### config.mk
export PLATFORM = sky130hd
export DESIGN_NAME = mbs_classify
export DESIGN_NICKNAME = d
export VERILOG_FILES = /design/src/design/mbs_pkg.sv /design/src/design/mbs_classify.sv
export SDC_FILE = /design/constraint.sdc
export NUM_CORES = 1
export LEC_CHECK = 0
export ABC_AREA = 1
export BUFFER_PORTS_ARGS = -buffer_cell sky130_fd_sc_hd__buf_4
export CAP_MARGIN = 0
export CORE_MARGIN = 4
export CORE_UTILIZATION = 40
export CTS_CLUSTER_DIAMETER = 30
export DETAILED_ROUTE_END_ITERATION = 8
export PLACE_DENSITY = 0.67
export REMOVE_ABC_BUFFERS = 1
export SYNTH_ARGS = -nofsm -noshare
export SYNTH_HDL_FRONTEND = slang
export SYNTH_SLANG_ARGS = --single-unit
### constraint.sdc
create_clock -name clk -period 6.7 [get_ports clk]
set_input_delay 0.335 -clock clk [delete_from_list [all_inputs] [get_ports clk]]
set_output_delay 0.335 -clock clk [all_outputs]
set_load 0.1 [all_outputs]
### src/design/mbs_pkg.sv
// ----------------------------------------------------------------------------
// Mode background subtractor package
// Shared constants, payload types and store layouts.
// ----------------------------------------------------------------------------
package mbs_pkg;

  localparam int PIXELS     = 1024;
  localparam int COUNT_BITS = 16;
  localparam int BINS       = 256;
  localparam int CHANNELS   = 3;

  localparam int IDX_W = 10;
  localparam int COL_W = 8;

  localparam int MODE_AW    = (PIXELS > 1) ? $clog2(PIXELS) : 1;
  localparam int HIST_AW    = MODE_AW + COL_W;
  localparam int HIST_DEPTH = PIXELS * BINS;

  localparam logic [COUNT_BITS-1:0] COUNT_MAX = '1;

  localparam int CFG_AW = 3;
  localparam int CFG_DW = 32;
  localparam logic [COL_W-1:0] THR_RESET = 8'd30;

  // Register index: the byte address bits above the word offset
  localparam logic [CFG_AW-3:0] REG_STILL_THRESHOLD = '0;

  typedef logic [CHANNELS-1:0][COL_W-1:0]      col_arr_t;
  typedef logic [CHANNELS-1:0][COUNT_BITS-1:0] cnt_arr_t;

  typedef struct packed {
    logic [IDX_W-1:0] pixel_index;
    logic [COL_W-1:0] in_red;
    logic [COL_W-1:0] in_green;
    logic [COL_W-1:0] in_blue;
  } pix_in_t;

  typedef struct packed {
    logic [COL_W-1:0] out_red;
    logic [COL_W-1:0] out_green;
    logic [COL_W-1:0] out_blue;
    logic [COL_W-1:0] bg_red;
    logic [COL_W-1:0] bg_green;
    logic [COL_W-1:0] bg_blue;
    logic             moving;
  } pix_out_t;

  typedef struct packed {
    logic [COL_W-1:0]      val;
    logic [COUNT_BITS-1:0] cnt;
  } mode_entry_t;

  typedef mode_entry_t [CHANNELS-1:0] mode_row_t;

  // Item leaving the histogram stage towards classification
  typedef struct packed {
    logic     in_range;
    col_arr_t col;
    col_arr_t bg;
  } hist_item_t;

endpackage

### src/design/mbs_classify.sv
// ----------------------------------------------------------------------------
// Still/moving classification
// Tests each channel against the still band and registers the result.
// ----------------------------------------------------------------------------
module mbs_classify import mbs_pkg::*; (
  input  logic             clk,
  input  logic             rst_n,
  input  logic [COL_W-1:0] still_threshold,
  input  logic             c_valid,
  output logic             c_ready,
  input  hist_item_t       c_item,
  output logic             out_valid,
  input  logic             out_ready,
  output pix_out_t         out_data
);

  logic               out_vld_r;
  pix_out_t           out_data_r;
  pix_out_t           out_nxt;
  col_arr_t           bg;
  col_arr_t           sel;
  logic [COL_W-1:0]   diff;
  logic               still;

  assign c_ready = !out_vld_r || out_ready;

  // Still when |x - mode| < threshold on every channel
  always_comb begin
    still = c_item.in_range;
    for (int k = 0; k < CHANNELS; k++) begin
      bg[k] = c_item.in_range ? c_item.bg[k] : '0;
      diff  = (c_item.col[k] >= bg[k]) ? (c_item.col[k] - bg[k]) : (bg[k] - c_item.col[k]);
      if (!(diff < still_threshold)) begin
        still = 1'b0;
      end
    end
    for (int k = 0; k < CHANNELS; k++) begin
      sel[k] = still ? bg[k] : c_item.col[k];
    end
    out_nxt.out_red   = sel[0];
    out_nxt.out_green = sel[1];
    out_nxt.out_blue  = sel[2];
    out_nxt.bg_red    = bg[0];
    out_nxt.bg_green  = bg[1];
    out_nxt.bg_blue   = bg[2];
    out_nxt.moving    = !still;
  end

  always_ff @(posedge clk) begin
    if (!rst_n) begin
      out_vld_r <= 1'b0;
    end else if (c_ready) begin
      out_vld_r <= c_valid;
    end
  end

  always_ff @(posedge clk) begin
    if (c_valid && c_ready) begin
      out_data_r <= out_nxt;
    end
  end

  assign out_valid = out_vld_r;
  assign out_data  = out_data_r;

endmodule

Word level (Yosys, flattened, before mapping)
Cells that the tools add are included.
W data, S select, Z words.
- add/sub/neg operators: 6
- multipliers: 0
- div/mod/pow operators: 0
- $lt $le $gt $ge: 6
- eq/ne operators: 0
- shift operators: 0
- mux-type cells: 12
- bitwise logic cells: 0
- reductions and logical operators: 4
- operator list (cell ; count):
    $mux W8 ; 9
    $sub A8 B8 Y8 ; 6
    $ge A8 B8 Y1 ; 3
    $lt A8 B8 Y1 ; 3
    $mux W1 ; 3
    $logic_not A1 Y1 ; 2
    $logic_and A1 B1 Y1 ; 1
    $logic_or A1 B1 Y1 ; 1
- bits in registers: 50
- latch bits: 0
- RAM bits: 0
- ROM bits: 0
- input bits: 61
- output and inout port bits: 51
- memories: 0

Logic depth before layout (Yosys ltp)
- word-level depth: 8
- gate-level depth with buffers: 27
- gate-level depth less buffers: 24

Worst setup path before layout
OpenSTA, ideal clock, no wires.
- path kind: flip-flop to flip-flop
- start point: reg out_vld_r, in the netlist out_valid
- end point: reg out_data_r, in the netlist out_data[0] (enable)
- library setup time: 0.471 ns
- data arrival time: 3.222 ns
- data required time: 6.229 ns
- path slack: 3.006 ns
- stages on the path, launching flop included: 2
- clock period less this slack: 3.694 ns
- cell sequence: dfxtp_1 > a21oi_1
- cells in the longest elaborated chain, start to end: 3
- RTL lines (what ; line ; RTL):
    start: declaration ; mbs_classify.sv:17 ; logic out_vld_r;
    start signal: assignment ; mbs_classify.sv:53 ; out_vld_r <= c_valid;
    $logic_not A1 Y1 ; mbs_classify.sv:25 ; assign c_ready = !out_vld_r || out_ready;
    $logic_or A1 B1 Y1 ; mbs_classify.sv:25 ;
    $logic_and A1 B1 Y1 ; mbs_classify.sv:58 ; if (c_valid && c_ready) begin
    end signal: assignment ; mbs_classify.sv:59 ; out_data_r <= out_nxt;
    end: declaration ; mbs_classify.sv:18 ; pix_out_t out_data_r;
Every way passes these cells.
A chain may end at the register's enable or synchronous reset.

==> impl_metrics.prom <==
# TYPE chip_impl_metric gauge
chip_impl_metric{name="required",unit="ns"} 6.75
chip_impl_metric{name="pin_count",unit=""} 112
chip_impl_info{name="worstSetupEndpointType",value="flip-flop"} 1
chip_impl_metric{name="synth_seq_area_share",unit=""} 0.302
chip_impl_metric{name="cts_hold_buf",unit=""} 0
chip_impl_info{name="tritoncts_clock_tree",value="built"} 1
chip_impl_metric{name="worstSkewPairLatency",unit="ns"} 0.29
chip_impl_metric{name="ant_nets",unit=""} 0
chip_impl_info{name="hp-class",value="primary input to flip-flop"} 1
chip_impl_metric{name="buffer_ports.inserted",unit=""} 111
chip_impl_info{name="status",value="finished, final reports clean"} 1
chip_impl_metric{name="max-cap-violations",unit=""} 0
chip_impl_info{name="crit_path_frequent_cell",value="nand2_1"} 1
chip_impl_metric{name="synth_warnings",unit=""} 0
chip_impl_metric{name="first_iter_violations",unit=""} 337
chip_impl_metric{name="route.vias.total",unit=""} 4492
chip_impl_info{name="critPathTopFamily",value="simple AND/OR/NAND/NOR gates"} 1
chip_impl_metric{name="place_hpwl",unit="mm"} 9.37
chip_impl_metric{name="wl_per_cell",unit="um"} 12.2
chip_impl_metric{name="drc_errors",unit=""} 0
chip_impl_metric{name="tns",unit="ns"} 0
chip_impl_metric{name="cts.clk_slew.worst_paths",unit="ns"} 0.07
chip_impl_metric{name="antenna_found_initial",unit=""} 0
chip_impl_info{name="setup_repair_after_global_routing_missed_its_margin",value="false"} 1
chip_impl_metric{name="gp_congestion",unit=""} 0.897
chip_impl_info{name="slowest_stage_cell_cp",value="fa_1"} 1
chip_impl_metric{name="p_int",unit="W"} 0.000738
chip_impl_metric{name="p_leak",unit="nW"} 3.39
chip_impl_metric{name="fp-row-count",unit=""} 40
chip_impl_metric{name="finalWorstPathRequiredPeriod",unit="ns"} 3.96
chip_impl_metric{name="cts.repair_timing.setup_buffer_count",unit=""} 0
chip_impl_metric{name="fin_total_pwr",unit="W"} 0.00131
chip_impl_metric{name="grt_usage",unit=""} 0.165
chip_impl_metric{name="numPlacedInstances",unit=""} 953
chip_impl_metric{name="vdd_drop_max",unit="V"} 0.000102
chip_impl_metric{name="clock-sinks",unit=""} 50
chip_impl_metric{name="finish.cell_count_without_fillers",unit=""} 961
chip_impl_metric{name="hold_violations",unit=""} 0
chip_impl_metric{name="yosys_register_bits",unit=""} 50
chip_impl_metric{name="p_sw",unit="W"} 0.000574
chip_impl_metric{name="htree_levels",unit=""} 2
chip_impl_metric{name="worstMarginPinSlew",unit="ns"} 0.621
chip_impl_metric{name="critical_path.max_fanout",unit=""} 25
chip_impl_metric{name="critPathMaxStageDelay",unit="ns"} 0.42
chip_impl_metric{name="post_route_skew",unit="ns"} 0.00554
chip_impl_metric{name="cts-resized-gates",unit=""} 0
chip_impl_metric{name="syn_to_final_growth",unit="%"} 22.9
chip_impl_metric{name="chipWidth",unit="um"} 119
chip_impl_metric{name="die_area",unit="mm^2"} 0.0142
chip_impl_info{name="ctsRootBufferMaster",value="clkbuf_16"} 1
chip_impl_info{name="most_frequent_standard_cell_in_the_layout_excluding_fill_and_tap_cells",value="nand2_1"} 1
chip_impl_metric{name="slew_viol_final",unit=""} 0
chip_impl_metric{name="seq_power_share",unit=""} 0.293
chip_impl_metric{name="slew_headroom",unit=""} 0.586
chip_impl_metric{name="timing.fmax",unit="MHz"} 252
chip_impl_metric{name="final_net_count",unit=""} 925
chip_impl_metric{name="post-route-period-util",unit=""} 0.592
chip_impl_metric{name="critical_path.n_buffers_inverters",unit=""} 6
chip_impl_metric{name="design.core.area",unit="mm^2"} 0.0121
chip_impl_metric{name="clock_power_share",unit=""} 0.218
chip_impl_metric{name="drtPass1Iterations",unit=""} 6
chip_impl_metric{name="largest_net_degree_at_the_start_of_global_routing",unit=""} 50
chip_impl_metric{name="layout-drive-gt1-share",unit=""} 0.179
chip_impl_info{name="final_cell_mix",value="nand2_1 (252), buf_4 (112), inv_1 (103)"} 1
chip_impl_metric{name="route.detailed.vias_per_inst",unit=""} 4.67
chip_impl_metric{name="p_per_area",unit="mW/mm^2"} 216
chip_impl_metric{name="synth_area",unit="mm^2"} 0.00494
chip_impl_metric{name="timing.critical_path.arrival",unit="ns"} 4.01
chip_impl_metric{name="netlist_instances",unit=""} 686
chip_impl_metric{name="cts_inserted_buffers",unit=""} 5
chip_impl_info{name="setup.worst_path.class",value="primary input to flip-flop"} 1
chip_impl_metric{name="grt_overflow_total",unit=""} 0
chip_impl_metric{name="sw_frac_of_total",unit=""} 0.437
chip_impl_metric{name="drt_wl_total",unit="mm"} 11.8
chip_impl_metric{name="cts.path.max_buffers",unit=""} 2
chip_impl_metric{name="synth_cell_type_count",unit=""} 29
chip_impl_metric{name="die_y",unit="um"} 119
chip_impl_metric{name="pwr-share-comb",unit=""} 0.489
chip_impl_metric{name="first_global_vias",unit=""} 4122
chip_impl_info{name="critPathLaunchType",value="primary input"} 1
chip_impl_metric{name="syn_avg_cell_area",unit="um^2"} 7.21
chip_impl_metric{name="grt_first_pass_wirelength",unit="mm"} 19.4
chip_impl_metric{name="setup_viol",unit=""} 0
chip_impl_metric{name="initial_utilization",unit=""} 0.410
chip_impl_metric{name="n_antenna_cell",unit=""} 0
power groups by stage:
stage	clock network, W	registers (W)	logic [W]
after CTS	0.000291	0.000385	0.000644
after floorplan	0	0.000573	0.000305
after global placement	0	0.000391	0.000637
after detailed placement	0	0.000391	0.000641
final	0.000286	0.000384	0.000642
after global routing	0.000301	0.000387	0.000715
registers in the layout (all words and copies together), names as in the netlist:
name	count
out_data	49
out_valid	1
cell type report:
| class | instances | area [um^2] |
|---|---|---|
| Inverter | 111 | 418 |
| Sequential cell | 50 | 1490 |
| Clock buffer | 6 | 129 |
| Multi-Input combinational cell | 512 | 2950 |
| Tap cell | 168 | 210 |
| Timing Repair Buffer | 112 | 841 |
| Clock inverter | 2 | 37.5 |
| Fill cell | 1196 | 5980 |
per-layer routing:
layer | track usage | vias up | routed length (um)
li1 | - | 2389 | -
met1 | 0.228 | 2001 | 5640
met2 | 0.272 | 95 | 5550
met3 | 0.0204 | 7 | 447
met4 | 0.0427 | 0 | 119
met5 | 0 | - | 0
synth_stat cells:
cell type  instances  area share
nand2_4            1      0.0023
xnor2_1            3      0.0053
ha_1              66        0.17
o21ai_0            9      0.0091
buf_4              7       0.011
a21boi_0           1      0.0015
clkinv_2           1      0.0010
o21ai_1            5      0.0051
edfxtp_1          49        0.30
nand2b_1           1      0.0013
nor2_1            38       0.029
nand2_1          252        0.19
nand4_1           11       0.014
xor2_1            16       0.028
a21oi_2            2      0.0035
buf_6              2      0.0046
inv_2              7      0.0053
o21a_1             3      0.0046
nand2_2            4      0.0051
or2_1              3      0.0038
fa_1               6       0.024
inv_1            103       0.078
dfxtp_1            1      0.0040
or2_2              6      0.0076
nand3_1           50       0.051
buf_2              4      0.0040
a21oi_1           29       0.029
a21o_1             5      0.0076
nor2_8             1      0.0040
worst reg2reg max path, cell delays in order, from the launching register on:
cell and delay (ns):
dfxtp_1 0.35, a21oi_4 0.14, buf_4 0.51
cells by family (layout without fill, tap and decap cells):
family,after synthesis,after routing,share of synthesized area
compound gates,54,54,0.0607
xor+xnor,19,19,0.0337
fa+ha+maj,72,72,0.191
buf+inv,124,231,0.104
flops,50,50,0.302
simple gates,367,367,0.309
final timing paths:
path	from	endpoint	slack, ns	cells past startpoint
hold / removal	rst_n	out_valid$_SDFFE_PN0N_	0.32	2
setup / recovery	c_item[48]	out_data[39]$_DFFE_PP_	2.74	25
setup reg to reg	out_valid$_SDFFE_PN0N_	out_data[7]$_DFFE_PP_	5.30	2
hold reg to reg	out_valid$_SDFFE_PN0N_	out_valid$_SDFFE_PN0N_	0.58	2
per-stage QoR:
step           instance area, um^2  setup slack (ns)   util  hold slack, ns
6_report                      6080              2.74  0.504           0.320
5_1_grt                       6080              2.24  0.504           0.321
4_1_cts                       6080              2.74  0.504           0.316
3_5_place_dp                  5910              2.44  0.490           0.584
3_3_place_gp                  5910              2.53  0.490           0.551
2_1_floorplan                 4850              3.01      -           0.489
Note: power is estimated with default switching activity, not from simulation.
